==> src/hdl/whe_pkg.sv <==
// shared types, constants and register codes of the waveform hit extractor
`default_nettype none

package whe_pkg;

	// default channel count and field widths
	localparam int CHANNELS_DEF = 48;
	localparam int POS_W        = 6;
	localparam int CHAN_W       = 6;
	localparam int DATA_W       = 32;
	localparam int SHORT_W      = 16;
	localparam int TIME_W       = 15;
	localparam int ENTRY_W      = 2 * TIME_W;

	// tdc short decoding
	localparam logic [TIME_W-1:0]  NO_TIME   = 15'h7fff;
	localparam logic [SHORT_W-1:0] VALID_BIT = 16'h8000;

	// queue between front and back
	localparam int QDEPTH = 4;
	localparam int QAW    = $clog2(QDEPTH);

	// configuration register indexes
	typedef logic [1:0] reg_idx_t;
	localparam reg_idx_t REG_ADC_THRESHOLD = 2'd0;
	localparam reg_idx_t REG_TIME_OFFSET   = 2'd1;
	localparam reg_idx_t REG_TRIGGER_TIME  = 2'd2;

	// configuration reset values
	localparam logic [SHORT_W-1:0] ADC_THRESHOLD_RST = 16'd10;
	localparam logic [SHORT_W-1:0] TIME_OFFSET_RST   = 16'd5562;
	localparam logic [SHORT_W-1:0] TRIGGER_TIME_RST  = 16'd0;

	typedef logic [CHAN_W-1:0] chan_t;

	// word classes seen by the back end
	typedef enum logic [1:0] {
		KIND_DATA,
		KIND_END,
		KIND_ERR
	} kind_t;

	typedef struct packed {
		logic [DATA_W-1:0] data_word;
		logic              last_word;
	} pay_word_t;

	typedef struct packed {
		chan_t              channel;
		logic [SHORT_W-1:0] drift_time;
		logic [SHORT_W-1:0] adc_sum;
		logic [SHORT_W-1:0] second_time;
		logic               last_hit;
		logic               length_error;
	} hit_word_t;

	typedef struct packed {
		logic [SHORT_W-1:0] adc_threshold;
		logic [SHORT_W-1:0] time_offset;
		logic [SHORT_W-1:0] trigger_time;
	} cfg_t;

	typedef struct packed {
		logic [DATA_W-1:0] data_word;
		logic [POS_W-1:0]  pos;
		kind_t             kind;
	} qent_t;

endpackage

`default_nettype wire

==> src/hdl/whe_queue.sv <==
// short fifo of classified words between front and back
`default_nettype none

module whe_queue (
	input  wire logic           clk,
	input  wire logic           arst_n,
	input  wire logic           push,
	input  wire whe_pkg::qent_t push_entry,
	output logic                full,
	input  wire logic           pop,
	output logic                head_valid,
	output whe_pkg::qent_t      head_entry
);

	localparam int QD  = whe_pkg::QDEPTH;
	localparam int QAW = whe_pkg::QAW;

	whe_pkg::qent_t mem_q [QD];
	logic [QAW-1:0] wr_ptr_q;
	logic [QAW-1:0] rd_ptr_q;
	logic [QAW:0]   count_q;

	assign full       = (count_q == (QAW + 1)'(QD));
	assign head_valid = (count_q != '0);
	assign head_entry = mem_q[rd_ptr_q];

	// storage
	always_ff @(posedge clk) begin
		if (push) begin
			mem_q[wr_ptr_q] <= push_entry;
		end
	end

	// pointers and fill count
	always_ff @(posedge clk or negedge arst_n) begin
		if (!arst_n) begin
			wr_ptr_q <= '0;
			rd_ptr_q <= '0;
			count_q  <= '0;
		end else begin
			if (push) begin
				wr_ptr_q <= wr_ptr_q + 1'b1;
			end
			if (pop) begin
				rd_ptr_q <= rd_ptr_q + 1'b1;
			end
			if (push && !pop) begin
				count_q <= count_q + 1'b1;
			end else if (pop && !push) begin
				count_q <= count_q - 1'b1;
			end
		end
	end

endmodule

`default_nettype wire

==> config.mk <==
export PLATFORM = sky130hd
export DESIGN_NAME = whe_queue
export DESIGN_NICKNAME = d
export VERILOG_FILES = /design/src/hdl/whe_pkg.sv /design/src/hdl/whe_queue.sv
export SDC_FILE = /design/constraint.sdc
export NUM_CORES = 1
export LEC_CHECK = 0
export BUFFER_PORTS_ARGS = -buffer_cell sky130_fd_sc_hd__buf_2
export CAP_MARGIN = 20
export CORE_MARGIN = 2
export CORE_UTILIZATION = 45
export DETAILED_ROUTE_END_ITERATION = 10
export PLACE_DENSITY = 0.67
export RECOVER_POWER = 25
export REMOVE_ABC_BUFFERS = 1
export SYNTH_ARGS = -nofsm -noshare
export SYNTH_HDL_FRONTEND = slang
export SYNTH_SLANG_ARGS = --single-unit
==> constraint.sdc <==
create_clock -name clk -period 2.45 [get_ports clk]
set_input_delay 0.1225 -clock clk [delete_from_list [all_inputs] [get_ports clk]]
set_output_delay 0.1225 -clock clk [all_outputs]
set_load 0.01 [all_outputs]
==> impl_results.md <==
- Grt total ovfl: 0
- Pwr Density: 1159 nW/um^2
- Count leader, synth: edfxtp_1
- Vias/cell: around 5.1
- Vias in the first global route: 3225
- TritonCTS clock tree: done
- Root buffer cell: clkbuf_16
- Post CTS Setup Buffer Count: 0
- Seq pwr share: 44.0%
- Final net count: 442
- Fraction of layout cells with a size suffix above 1: 35.40%
- Critical Path Sink Type: primary output
- Resize count post-CTS: 0
- Worst-path fanout max: 20
- Starting density of the core: 46.60%
- Vias: between 2000 and 3000
- Worst path bufs/invs: 2
- Antenna cells: 0
- Setup Viol. Count Final: 0
- Peak Freq: 0.4643 GHz
- Worst path slowest cell: dfrtp_4
- Final Total Pwr: a little over 9 mW
- Syn_area_per_cell: 25.49 sq um
- DRT Wirelength: 10730 um
- Starting DRC count in detailed routing: 216
- Outcome: finished clean
- Overall Global Routing Usage: 16.15%
- # port buffers: 85
- Worst r2r path cells: 4
- Async SR Flop Fraction: 4.192%
- Synthesized area: 6220 sq um
- TNS Setup: 0 ns
- Yosys reg bits: 167
- Final Hold Vio Count: 0
- Post-route ant nets: 0
- Drt wl/cell: between 15 and 20 um
- Hpwl dp: between 6000 and 7000 um
- RSZ-0062 raised after global routing: no
- Synth warnings: 0
- WP depth: 3
- Pins Over Slew Limit: 0
- Seq/Total Area, Yosys: around 80%
- Clock Latency Late Sink: 0.42 ns
- Initial antenna violation count: 0
- Period utilization: 87.92%
- Worst min path class: primary input to async pin
- Setup CP Type: flip-flop to primary output
- Drc violations: 0
- CTS buffer count: 17
- Worst relative slew slack: roughly 66%
- CTS Sinks: 167
- H-tree depth: 4
- Placed cell count: 506
- Cells after Synth: 244
- Placement Rows: 42
- Io pins: 86
- DIE WIDTH: 121.6 um
- Worst-Margin Slew: 0.5161 ns
- Final WS setup: 0.2960 ns
- Final min period: 2.154 ns
- Layout Cells excl Fill: between 500 and 600
- Comb pwr share: 26.9%
- GP Congestion: 0.6707
- Switch share: 26.93%
- Peak VDD IR: 578.1 uV
- Core area: 13350 sq um
- Clock power share: 29.1%
- Area Overhead vs Synth: 26.57%
- Die Y: 121.6 um
- Data arrival, critical path: 2.03 ns
- Area contributors post-synth: edfxtp_1 77%, mux4_2 14%, dfrtp_1 2.8%, buf_12 1.3%, ha_1 1.0%
- Worst clock skew: 0.007388 ns
- Final core utilization: 58.98%
- Share of the synthesized area in the top cell type: just under 80%
- First-pass GRT wire length: ~17000 um
- LEAKAGE: 2.730 nW
- Largest net degree at the start of global routing: 28
- Die Area: 14780 sq um
- Max clock buf depth: 2
- Post-synth top flop: edfxtp_1
- Worst EP required: 2.33 ns
- Crit start category: flip-flop
- Max-cap violation count: 0
- Largest area contributor in the netlist: edfxtp_1
- CP peak stage delay: ~0.66 ns
- P_sw: 2.457 mW
- Internal Power: between 6 and 7 mW
- Drt pass-1 iters: 4
- Clock transition at path regs: 0.06 ns
- Critical Path, Cell by Cell: buf_12, mux4_2, buf_2
- Synth cell types: 20
- Post-synth EDFFs: 160
- Pre-CTS setup slack: 0.7021 ns
- Critical path's top delay family: flip-flops
- Commonest cells post-synth: 160 x edfxtp_1, 38 x mux4_2, 7 x dfrtp_1
layout make-up:
| cell class | count | area, sq um |
|---|---|---|
| Clock buffer | 19 | 432.9 |
| Sequential cell | 167 | 4985 |
| Timing Repair Buffer | 139 | 945.9 |
| Clock inverter | 12 | 158.9 |
| Tap cell | 176 | 220.2 |
| Multi-Input combinational cell | 63 | 1115 |
| Inverter | 4 | 15.01 |
| Fill cell | 993 | 5475 |
state kept, by name, indices dropped and copies added, names as in the netlist:
name,flops
wr_ptr_q,2
rd_ptr_q,2
mem_q,160
count_q,3
cells in the final DEF, fill, tap and decap left out:
master         instances
mux4_2                38
bufinv_16              4
clkinvlp_4             1
ha_1                   5
clkinv_2               4
dfrtp_1                5
mux4_1                 2
clkbuf_16             17
buf_12                 3
dfrtp_4                1
and2_2                 4
fa_1                   1
nand2_1                2
dfrtp_2                1
buf_4                  8
clkbuf_1              26
nor2_1                 1
or3_1                  1
buf_2                 61
inv_1                  4
clkinv_1               3
edfxtp_1             160
mux2_2                 1
xor2_1                 4
o21ai_0                1
xnor2_1                2
dlygate4sd3_1         43
nor3b_1                1
final timing paths:
| check | startpoint | to | slack (ns) |
|---|---|---|---|
| min in group clk | push_entry[34] | mem_q[1][34] | 0.47 |
| worst min register to register | count_q[2] | count_q[2] | 0.48 |
| worst max register to register | wr_ptr_q[0] | mem_q[2][0] | 0.75 |
| worst min-delay path | arst_n | count_q[2] | 0.16 |
| worst max-delay path | rd_ptr_q[0] | head_entry[22] | 0.30 |
| max in group asynchronous | arst_n | rd_ptr_q[0] | 1.92 |
what timing repair did:
| action | CTS | global route |
|---|---|---|
| hold buffers | 43 | 0 |
| setup endpoints to repair | 0 | 0 |
| endpoints found under the hold margin | 170 | 0 |
worst reg2reg max path: stages, from the launching register on:
cell and delay [ns]:
dfrtp_1 0.42, inv_1 0.10, ha_1 0.13, and2_2 0.47, buf_12 0.27
kinds of logic (layout without fill, tap and decap cells):
kind of cell | Yosys count | count (layout) | synth area share [%]
AO/OA/AOI/OAI | 1 | 1 | 0.08039
buffers and inverters | 14 | 174 | 2.092
multiplexers | 41 | 41 | 14.79
AND/OR/NAND/NOR | 9 | 9 | 0.8047
adder cells (fa/ha/maj) | 6 | 6 | 1.328
flip-flops | 167 | 167 | 80.06
XOR/XNOR | 6 | 6 | 0.8449
power by group through the flow:
stage          clock [mW]  sequential [mW]  combinational (mW)
2_1_floorplan           0             4.15                1.37
3_3_place_gp            0             4.06                2.44
3_5_place_dp            0             4.09                2.46
4_1_cts              2.72             4.03                2.52
5_1_grt              2.83             4.08                2.68
6_report             2.66             4.01                2.45
through the flow:
step                area, sq um  hold WS, ns
floorplan                  6105      -0.1731
global placement           6880     -0.01702
detailed placement         6880     -0.01521
CTS                        7903      0.05893
global route               7873       0.2124
finish                     7873       0.1601
metal layers:
metal	vias to the layer above	routed length, um	share of wire, %	global-route usage, %
li1	1318	-	-	-
met2	72	5373	50	25.84
met1	1522	4606	43	20.34
met3	17	582	5.4	5.993
met5	-	0	0	0
met4	0	168	1.6	6.106
No activity file was read; power rests on OpenSTA's default activity.
