===== src/hdl/whe_pkg.sv =====
// shared types, constants and register codes of the waveform hit extractor
`default_nettype none

package whe_pkg;

	// default channel count and field widths
	localparam int CHANNELS_DEF = 48;
	localparam int POS_W        = 6;
	localparam int CHAN_W       = 6;
	localparam int DATA_W       = 32;
	localparam int SHORT_W      = 16;
	localparam int TIME_W       = 15;
	localparam int ENTRY_W      = 2 * TIME_W;

	// tdc short decoding
	localparam logic [TIME_W-1:0]  NO_TIME   = 15'h7fff;
	localparam logic [SHORT_W-1:0] VALID_BIT = 16'h8000;

	// queue between front and back
	localparam int QDEPTH = 4;
	localparam int QAW    = $clog2(QDEPTH);

	// configuration register indexes
	typedef logic [1:0] reg_idx_t;
	localparam reg_idx_t REG_ADC_THRESHOLD = 2'd0;
	localparam reg_idx_t REG_TIME_OFFSET   = 2'd1;
	localparam reg_idx_t REG_TRIGGER_TIME  = 2'd2;

	// configuration reset values
	localparam logic [SHORT_W-1:0] ADC_THRESHOLD_RST = 16'd10;
	localparam logic [SHORT_W-1:0] TIME_OFFSET_RST   = 16'd5562;
	localparam logic [SHORT_W-1:0] TRIGGER_TIME_RST  = 16'd0;

	typedef logic [CHAN_W-1:0] chan_t;

	// word classes seen by the back end
	typedef enum logic [1:0] {
		KIND_DATA,
		KIND_END,
		KIND_ERR
	} kind_t;

	typedef struct packed {
		logic [DATA_W-1:0] data_word;
		logic              last_word;
	} pay_word_t;

	typedef struct packed {
		chan_t              channel;
		logic [SHORT_W-1:0] drift_time;
		logic [SHORT_W-1:0] adc_sum;
		logic [SHORT_W-1:0] second_time;
		logic               last_hit;
		logic               length_error;
	} hit_word_t;

	typedef struct packed {
		logic [SHORT_W-1:0] adc_threshold;
		logic [SHORT_W-1:0] time_offset;
		logic [SHORT_W-1:0] trigger_time;
	} cfg_t;

	typedef struct packed {
		logic [DATA_W-1:0] data_word;
		logic [POS_W-1:0]  pos;
		kind_t             kind;
	} qent_t;

endpackage

`default_nettype wire


===== src/hdl/whe_front.sv =====
// front end: takes payload words, tracks the word position and classifies them
`default_nettype none

module whe_front #(
	parameter int CHANNELS = whe_pkg::CHANNELS_DEF
) (
	input  wire logic               clk,
	input  wire logic               arst_n,
	input  wire logic               pay_valid,
	output logic                    pay_stall,
	input  wire whe_pkg::pay_word_t pay_word,
	input  wire logic               q_full,
	output logic                    q_push,
	output whe_pkg::qent_t          q_entry
);

	localparam int CW = $clog2(CHANNELS);
	localparam int PW = whe_pkg::POS_W;

	logic [CW-1:0] pos_q;
	logic [CW-1:0] pos_next;

	assign pay_stall = q_full;
	assign q_push    = pay_valid && !q_full;

	// position after this word, wrapping at the end of a sample
	assign pos_next = (pos_q == CW'(CHANNELS - 1)) ? '0 : pos_q + 1'b1;

	// classify the word for the back end
	always_comb begin
		q_entry.data_word = pay_word.data_word;
		q_entry.pos       = PW'(pos_q);
		if (!pay_word.last_word) begin
			q_entry.kind = whe_pkg::KIND_DATA;
		end else if (pos_next != '0) begin
			q_entry.kind = whe_pkg::KIND_ERR;
		end else begin
			q_entry.kind = whe_pkg::KIND_END;
		end
	end

	// word position counter, back to zero at packet end
	always_ff @(posedge clk or negedge arst_n) begin
		if (!arst_n) begin
			pos_q <= '0;
		end else if (q_push) begin
			pos_q <= pay_word.last_word ? '0 : pos_next;
		end
	end

endmodule

`default_nettype wire


===== config.mk =====
export PLATFORM = sky130hd
export DESIGN_NAME = whe_front
export DESIGN_NICKNAME = d
export VERILOG_FILES = /design/src/hdl/whe_pkg.sv /design/src/hdl/whe_front.sv
export SDC_FILE = /design/constraint.sdc
export NUM_CORES = 1
export LEC_CHECK = 0
export ABC_AREA = 1
export BUFFER_PORTS_ARGS = -buffer_cell sky130_fd_sc_hd__buf_2
export CORE_MARGIN = 5
export CORE_UTILIZATION = 34
export CTS_BUF_LIST = sky130_fd_sc_hd__clkbuf_8
export DETAILED_ROUTE_END_ITERATION = 12
export PLACE_DENSITY = 0.81
export SLEW_MARGIN = 20
export SYNTH_ARGS = -nofsm -noshare
export SYNTH_HDL_FRONTEND = slang
export SYNTH_SLANG_ARGS = --single-unit

===== constraint.sdc =====
create_clock -name clk -period 1.7 [get_ports clk]
set_input_delay 0 -clock clk [delete_from_list [all_inputs] [get_ports clk]]
set_output_delay 0 -clock clk [all_outputs]
set_load 0.01 [all_outputs]

==> reports/qor.yml, run 1 <==
run_status:
  run_status: "finished clean"
timing:
  relSlewSlack_pct: 77.2
  rsz0062_at_grt: "no"
  min_period_over_period_pct: 93.2
  slew_violations: 0
  fin_crit_ns: 1.59
  finalSetupTns_ns: 0
  setup_viol: 0
  fin_skew_ns: 0.000473
  worstMarginPinSlew_ns: 0.342
  hold_viol: 0
  max_freq_ghz: 0.631
global_routing:
  grt_start_max_net_pins: 11
  grt_pass1_vias: 438
  grt_pass1_wl_um: 1840
  grt_util_all_layers_pct: 8.69
  grt-ovfl-total: 0
  antenna_found_initial: 0
floorplan:
  rows: 16
  start_util_pct: 35.2
  top_level_ports: 79
  die_y_um: 54.9
  coreArea_um2: 1940
  dieWidth_um: 54.9
  die_area_um2: 3010
logic_synthesis:
  synth_seq_cells: 6
  yosysTopAreaCellShare_pct: 36.2
  synth_ff_type: "dfrtp_1"
  yosysWarnings: 0
  synth_seq_area_share_pct: 21.9
  synth.distinct_cells: 20
  synth_edf_count: 0
  synthArstFlopShare_pct: 100
  synth.avg_cell_area_um2: 7.87
  ys_top_cells_by_area: "buf_4 (36%), dfrtp_1 (22%), nand3_2 (7.3%)"
  synth_top_area_cell: "buf_4"
  syn_inst: 87
  syn_area_um2: 684
  synth_nets: 125
pwr:
  fin_total_pwr_w: 0.000478
  vdd_drop_max_mv: 0.300
  power.leakage_nw: 0.266
  p_per_area_nw_per_um2: 802
finish:
  drive_above_1_share_pct: 46.5
  largest_reg_flops: 6
  final_util_pct: 30.7
  finalNetCount: 111
  antenna_cells: 0
  top_regs: "pos_q x6"
  largest-register: "pos_q"
  fin_cells: 98
  area_growth_pct: -13.0
detailed_routing:
  drtPass1Iterations: 4
  drc_errors: 0
  wl_per_cell_um: 12.8
  routed_wl_um: 1250
  drtIter0Drc: 7
  vias: 455
  via_per_inst: 4.64
  antenna_left: 0
clock_network:
  clockBufferDepth: 2
  numCtsBuffers: 3
  cts_root_buf: "clkbuf_8"
  htreeDepth: 1
  worstSkewPairLatency_ns: 0.22
  cts_tree: "yes"
  clock_sinks: 6
  path_clk_slew_ns: 0.03
flow_run:
  maxCapViolCount: 0
setup_path:
  critical_path_class: "flip-flop to output pin"
  startpoint_type: "flip-flop"
  cp.required_ns: 1.70
  worstPathArrival_ns: 1.59
  critPathMaxFanout: 8
  endpoint_kind: "output pin"
placed_design:
  io_buffer_count: 14
  gp_congestion: 0.790
  hpwl_um: 1020
  placed_cells_incl_taps: 94
min_path:
  hold_path.class: "input port to output pin"
## cells in the mapped netlist (2+ instances only)
| master | n |
|---|---|
| buf_4 | 33 |
| dfrtp_1 | 6 |
| inv_1 | 5 |
| nand2_1 | 13 |
| nand2_2 | 2 |
| nand3_1 | 4 |
| nand3_2 | 5 |
| nand4_1 | 2 |
| nor2_1 | 3 |
| nor2_4 | 2 |
| o21ai_0 | 2 |
| o22ai_1 | 2 |
## metal layers
metal | up-vias | track usage (%) | share of wire [%]
met5 | - | 0 | 0
met4 | 0 | 5.39 | 0.96
met3 | 2 | 3.81 | 15
li1 | 213 | - | -
met2 | 33 | 12.8 | 46
met1 | 207 | 10.2 | 38
## worst max-delay path: stages (launching register included)
cell and delay [ns]:
dfrtp_2 0.45, ha_4 0.19, nand2_1 0.07, nor2_2 0.10, nand2_2 0.07, nand2_1 0.11, nand3_2 0.10, nor2_1 0.10
nor2_1 0.04, buf_2 0.13
## power breakdown
part | total [W] | switching [W] | internal, W | leakage [nW]
Sequential | 0.000188 | 0.0000301 | 0.000157 | 0.0788
Clock | 0.000207 | 0.0000557 | 0.000152 | 0.0216
Combinational | 0.0000828 | 0.0000447 | 0.0000381 | 0.166
## final timing paths
path | from | endpoint | slack [ns] | cells past startpoint
max | pos_q[0] | q_entry[1] | 0.11 | 9
min in group asynchronous | arst_n | pos_q[5] | 0.14 | 2
max reg2reg | pos_q[2] | pos_q[5] | 0.47 | 6
max in group asynchronous | arst_n | pos_q[1] | 1.41 | 2
min reg2reg | pos_q[5] | pos_q[5] | 0.56 | 2
min | pay_word[3] | q_entry[10] | 0.000004 | 0
## cells in the final DEF, fill, tap and decap left out
cell,n
inv_2,1
xnor2_1,1
nand2_2,2
dfrtp_1,4
nand3_1,4
nor3_2,1
nand2_1,13
nand4_1,2
clkbuf_8,3
nor2_2,1
dfrtp_2,2
o21ai_2,1
nor2_1,3
inv_1,5
nand3_2,5
nor2_4,2
o21ai_0,2
dlygate4sd3_1,1
and2_1,1
buf_2,14
ha_4,1
o22ai_1,2
## cells by family after synthesis
kind of cell	count (synthesis)	synth area share, %
adders and majority gates	1	1.83
xor gates and xnor gates	1	1.28
AOI/OAI and AO/OA	5	4.57
buffers and inverters	40	41.1
DFF	6	21.9
and+or+nand+nor	34	29.3
## stage by stage
step	area, um^2	hold WS (ns)	worst slack [ns]
floorplan	684	-0.296	0.347
global placement	529	-0.172	0.212
detailed placement	529	-0.170	0.186
CTS	584	0.0000686	0.0275
global route	596	0.0000151	0.0309
finish	596	0.00000380	0.115
## what timing repair did
| item | CTS | global route |
|---|---|---|
| buffers inserted | 0 | 0 |
| hold buffers | 1 | 0 |
| hold endpoints to repair | 6 | 0 |
| setup endpoints to repair | 2 | 2 |
| gates resized for setup | 2 | 2 |
| pin swaps | 0 | 0 |
## area by class of cell
cell class	instances	area [um^2]
repair buffers	15	80.1
fillers	221	1350
clock buffers	3	41.3
multi-input cells	41	265
well taps	27	33.8
inverters	6	22.5
flip-flops and latches	6	153
No activity file was read; power rests on OpenSTA's default activity.
==> run 2: changes to the inputs <==
==> constraint.sdc (replaced) <==
create_clock -name clk -period 1.7 [get_ports clk]
set_input_delay 0 -clock clk [delete_from_list [all_inputs] [get_ports clk]]
set_output_delay 0 -clock clk [all_outputs]
set_load 0.1 [all_outputs]
==> run 2 against run 1 <==
  * Critical path depth decreased by 2
  * Via count rose by 5.1%
  * Die area did not move
  * Highest routed layer unchanged
  * Hold slack about the same
==> reports/qor.yml, run 2 (synthesis gave the netlist of run 1 again) <==
run_status:
  run_status: "finished clean"
pwr:
  p_sw_w: 0.000251  # +92%
  seq_power_share_pct: 29.6  # -9.7 points
  p_sw_share_pct: 40.2  # +13 points
  fin_total_pwr_w: 0.000626  # +31%
  intPower_w: 0.000374  # +7.8%
  pwr-share-clk_pct: 34.1  # -9.3 points
  comb_power_share_pct: 36.4  # +19 points
  power.leakage_nw: 0.286  # +7.6%
  vdd_drop_max_mv: 0.457  # +52%
  p_per_area_nw_per_um2: 904  # +13%
floorplan:
  coreArea_um2: 1940  # unchanged
  rows: 16  # unchanged
  die_area_um2: 3010  # unchanged
  die_y_um: 54.9  # unchanged
  start_util_pct: 35.2  # unchanged
  top_level_ports: 79  # unchanged
  dieWidth_um: 54.9  # unchanged
setup_path:
  worstPathArrival_ns: 1.68  # +0.09 ns
  critPathMaxFanout: 5  # -3
  endpoint_kind: "output pin"
  cp.required_ns: 1.70  # about the same
  critical_path_class: "flip-flop to output pin"
  startpoint_type: "flip-flop"
placed_design:
  io_buffer_count: 14  # unchanged
  hpwl_um: 1090  # +6.9%
  gp_congestion: 0.842  # +6.6%
  placed_area_um2: 608  # +15%
  placed_cells_incl_taps: 94  # unchanged
finish:
  area_growth_pct: 1.10
  layout_common_cells: "buf_2 (12), nand2_1 (11), inv_1 (5)"
  final_common_cell: "buf_2"
  top_regs: "pos_q x6"
  fin_cells: 101  # +3.1%
  largest-register: "pos_q"
  fillers: 209  # -5.4%
  antenna_cells: 0  # unchanged
  drive_above_1_share_pct: 59.5  # +13 points
  final_area_um2: 692  # +16%
  finalNetCount: 114  # +2.7%
  largest_reg_flops: 6  # unchanged
min_path:
  hold_path.class: "input port to output pin"
clock_network:
  worstSkewPairLatency_ns: 0.22  # about the same
  cts_root_buf: "clkbuf_8"
  clockBufferDepth: 2  # unchanged
  htreeDepth: 1  # unchanged
  path_clk_slew_ns: 0.04  # about the same
  clock_sinks: 6  # unchanged
  numCtsBuffers: 3  # unchanged
  cts_tree: "yes"
timing:
  finalSetupTns_ns: 0  # unchanged
  fin_crit_ns: 1.68  # +0.0982 ns
  worstMarginPinSlew_ns: 0.488  # +0.146 ns
  min_period_over_period_pct: 99.0  # +5.8 points
  max_freq_ghz: 0.594  # -5.8%
  relSlewSlack_pct: 67.7  # -9.5 points
  rsz0062_at_grt: "yes"
  setup_viol: 0  # unchanged
  fin_skew_ns: 0.00429  # +0.00381 ns
  slew_violations: 0  # unchanged
  hold_viol: 0  # unchanged
detailed_routing:
  drtIter0Drc: 11  # +4
  wl_per_cell_um: 13.4  # +4.8%
  vias: 478  # +5.1%
  drc_errors: 0  # unchanged
  drtPass1Iterations: 4  # unchanged
  via_per_inst: 4.73  # +1.9%
  routed_wl_um: 1360  # +8.1%
  antenna_left: 0  # unchanged
global_routing:
  antenna_found_initial: 0  # unchanged
  grt_util_all_layers_pct: 10.1  # +1.5 points
  grt_pass1_wl_um: 2080  # +14%
  grt_use_met3_pct: 4.09  # +0.27 points
  grt_busiest_layer: "met2"
  grt_pass1_vias: 471  # +7.5%
  grt-ovfl-total: 0  # unchanged
  grt_start_max_net_pins: 11  # unchanged
  met1_usage_pct: 10.3  # +0.13 points
  use_met2_pct: 14.4  # +1.6 points
flow_run:
  maxCapViolCount: 0  # unchanged
## run 2: changes by cell type in the layout (fill, tap and decap cells not counted), sizes merged
cell and delta:
buf +3
## run 2: final timing paths
| check | slack, ns | startpoint | cells after the start | end |
|---|---|---|---|---|
| min in group asynchronous | 0.13 | arst_n | 2 | pos_q[0] |
| hold / removal | 0.00004 | pay_word[4] | 0 | q_entry[11] |
| setup / recovery | 0.02 | pos_q[1] | 7 | q_entry[0] |
| setup reg to reg | 0.44 | pos_q[1] | 5 | pos_q[5] |
| hold reg to reg | 0.55 | pos_q[5] | 2 | pos_q[5] |
| max in group asynchronous | 1.40 | arst_n | 2 | pos_q[2] |
## run 2: routing by layer
metal	wire length [um]	part of all wire, %
met1	474	35
met4	85	6.3
met5	0	0
met2	593	44
met3	201	15
## run 2: what timing repair did
| action | in CTS | in global routing |
|---|---|---|
| endpoints found under the setup margin | 2 | 2 |
| resized for setup | 1 | 1 |
| cloned | 0 | 0 |
| pin swaps | 1 | 2 |
| endpoints found under the hold margin | 6 | 0 |
| setup buffers | 1 | 2 |
| hold buffers | 1 | 0 |
## run 2: final cells by class
cell class | count | area [um^2] | area share (%)
Sequential cell | 6 | 168 | 24.2
Inverter | 6 | 22.5 | 3.25
Multi-Input combinational cell | 41 | 294 | 42.5
Timing Repair Buffer | 18 | 133 | 19.2
Tap cell | 27 | 33.8 | 4.88
Clock buffer | 3 | 41.3 | 5.97
## run 2: power by group through the flow
stage | logic, W | clock network, W | registers, W
after CTS | 0.000213 | 0.000214 | 0.000187
after global placement | 0.000198 | 0 | 0.000192
after detailed placement | 0.000199 | 0 | 0.000195
final | 0.000227 | 0.000213 | 0.000185
after floorplan | 0.000438 | 0 | 0.000276
after global routing | 0.000242 | 0.000225 | 0.000187
## run 2: critical path, cell delays in order, from the launching register on
cell	delay, ns
dfrtp_4	0.50
ha_4	0.19
nand4_1	0.11
nand2_1	0.08
nand2_2	0.09
nand3_4	0.08
nor3_4	0.20
buf_12	0.20
## run 2: stage by stage
step	utilization (%)	worst slack (ns)	hold slack, ns
after floorplan	-	-0.322	-0.296
after global placement	31.3	0.252	-0.172
after detailed placement	31.3	0.207	-0.170
after CTS	34.5	-0.000394	0.000681
after global routing	35.6	-0.0597	0.000143
final	35.6	0.0165	0.0000375
==> run 3: changes to the inputs <==
--- a/config.mk
+++ b/config.mk
@@ -7,10 +7,12 @@
 export LEC_CHECK = 0
 export ABC_AREA = 1
 export BUFFER_PORTS_ARGS = -buffer_cell sky130_fd_sc_hd__buf_2
+export CORE_ASPECT_RATIO = 1.2
 export CORE_MARGIN = 5
 export CORE_UTILIZATION = 34
 export CTS_BUF_LIST = sky130_fd_sc_hd__clkbuf_8
 export DETAILED_ROUTE_END_ITERATION = 12
+export HOLD_SLACK_MARGIN = 0.05
 export PLACE_DENSITY = 0.81
 export SLEW_MARGIN = 20
 export SYNTH_ARGS = -nofsm -noshare
==> run 3 against run 2 <==
  * Combinational power grew to 2.6 times the previous value
  * First-iteration DRC count shrank 27%
  * Design area rose by 46%
  * Sequential power is essentially flat
  * Routed wire length up 29%
  * Critical path type unchanged
  * Via count increased by 30%
==> reports/qor.yml, run 3 (synthesis gave the netlist of run 1 again) <==
run_status:
  run_status: "finished clean"
setup_path:
  cp-endpoint: "q_entry[0]"
  r2r-end: "pos_q[5]"
  endpoint_kind: "output pin"
  reg2reg_slack_ns: 0.43  # about the same
  cp.required_ns: 1.70  # about the same
  critPathMaxFanout: 5  # unchanged
  startpoint: "pos_q[1]"
  r2r_start: "pos_q[1]"
  reg2regPathDepth: 7  # +2
  worstPathArrival_ns: 1.67  # about the same
  critical_path_class: "flip-flop to output pin"
  startpoint_type: "flip-flop"
placed_design:
  dp_slack_ns: 0.205  # -0.00161 ns
  io_buffer_count: 14  # unchanged
  placed_cells_incl_taps: 86  # -8.5%
  gp_congestion: 0.869  # +3.1%
  hpwl_um: 1030  # -5.8%
detailed_routing:
  wl_per_cell_um: 13.9  # +3.5%
  vias: 620  # +30%
  drtIter0Drc: 8  # -3
  antenna_left: 0  # unchanged
  routed_wl_um: 1750  # +29%
  drc_errors: 0  # unchanged
  drtPass1Iterations: 4  # unchanged
  via_per_inst: 4.92  # +4.0%
finish:
  seqCellArea_um2: 168  # unchanged
  fillers: 157  # -25%
  layout_common_cells: "dlygate4sd3_1 (33), buf_2 (12), nand2_1 (11), inv_1 (5)"
  drive_above_1_share_pct: 42.1  # -17 points
  finalNetCount: 147  # +29%
  final_common_cell: "dlygate4sd3_1"
  largest_reg_flops: 6  # unchanged
  multi_input_area_um2: 294  # unchanged
  antenna_cells: 0  # unchanged
  area_growth_pct: 47.5
  largest-register: "pos_q"
  fin_cells: 126  # +25%
  top_regs: "pos_q x6"
pwr:
  power.leakage_nw: 0.425  # +49%
  fin_total_pwr_w: 0.000986  # +58%
  vdd_drop_max_mv: 0.822  # +80%
  p_per_area_nw_per_um2: 976  # +8.0%
global_routing:
  antenna_found_initial: 0  # unchanged
  grt_pass1_vias: 647  # +37%
  grt_start_max_net_pins: 11  # unchanged
  grt_pass1_wl_um: 2490  # +20%
  grt-ovfl-total: 0  # unchanged
  grt_util_all_layers_pct: 10.4  # +0.22 points
timing:
  fin_crit_ns: 1.67  # -0.0114 ns
  hold_viol: 0  # unchanged
  min_period_over_period_pct: 98.4  # -0.67 points
  rsz0062_at_grt: "yes"
  layout_setup_ws_ns: 0.0279  # +0.0114 ns
  fin_skew_ns: 0.00283  # -0.00146 ns
  max_freq_ghz: 0.598  # +0.68%
  relSlewSlack_pct: 33.7  # -34 points
  slew_violations: 0  # unchanged
  worstMarginPinSlew_ns: 0.991  # +0.503 ns
  setup_viol: 0  # unchanged
flow_run:
  maxCapViolCount: 0  # unchanged
clock_network:
  cts_tree: "yes"
  path_clk_slew_ns: 0.03  # about the same
  htreeDepth: 1  # unchanged
  worstSkewPairLatency_ns: 0.22  # about the same
  cts_root_buf: "clkbuf_8"
  clock_sinks: 6  # unchanged
  clockBufferDepth: 2  # unchanged
  numCtsBuffers: 3  # unchanged
min_path:
  hold_path.class: "input port to flip-flop"
floorplan:
  dieWidth_um: 51.0  # -7.1%
  coreArea_um2: 1870  # -3.6%
  die_area_um2: 3010  # +0.12%
  start_util_pct: 36.6  # +1.3 points
  die_y_um: 59.1  # +7.8%
  rows: 17  # +1
  top_level_ports: 79  # unchanged
## run 3: per-stage QoR
step / hold WS, ns / util (%) / area (um^2) / setup TNS [ns]
floorplan: -0.296 / - / 733 / -0.383
global placement: -0.172 / 32.0 / 598 / 0
CTS: 0.0897 / 52.3 / 980 / -0.00702
finish: 0.0974 / 53.9 / 1010 / 0
global route: 0.132 / 53.9 / 1010 / -0.0446
detailed placement: -0.169 / 32.0 / 598 / 0
## run 3: layout make-up
class / count / area share [%]
clock buffer: 3 / 4.09
inverter: 6 / 2.23
multi-input combinational: 41 / 29.1
sequential: 6 / 16.6
tap: 19 / 2.35
timing repair buffer: 51 / 45.6
## run 3: worst min path at each step
stage          cells past startpoint  endpoint    from  slack, ns
2_1_floorplan                      0  pos_q[4]  arst_n      -0.30
3_3_place_gp                       1  pos_q[1]  arst_n      -0.17
3_5_place_dp                       1  pos_q[1]  arst_n      -0.17
4_1_cts                            4  pos_q[1]  q_full       0.09
5_1_grt                            4  pos_q[1]  q_full       0.13
6_report                           4  pos_q[1]  q_full        0.1
## run 3: report_power, final
part | internal [W] | total, W | switching, W
registers | 0.000163 | 0.000184 | 0.0000205
logic | 0.000109 | 0.000591 | 0.000482
clock network | 0.000152 | 0.000211 | 0.0000589
total | 0.000424 | 0.000986 | 0.000561
## run 3: metal layers
layer	global-route usage [%]	share of wire [%]	up-vias
li1	-	-	283
met1	11.2	32	268
met2	17.2	48	64
met3	4.03	18	5
met4	5.47	1.4	0
met5	0	0	-
## run 3: what timing repair did
item | in CTS | in global routing
endpoints found under the setup margin | 2 | 2
gates cloned | 0 | 0
buffers inserted | 1 | 3
hold buffers | 33 | 0
resized for setup | 1 | 1
endpoints found under the hold margin | 38 | 0
pin swaps | 1 | 4
## run 3: worst max-delay path: stages, from the launching register on
cell,delay [ns]
dfrtp_4,0.49
ha_4,0.19
nand4_1,0.11
nand2_1,0.08
nand2_2,0.09
nand3_4,0.08
nor3_4,0.20
buf_12,0.20
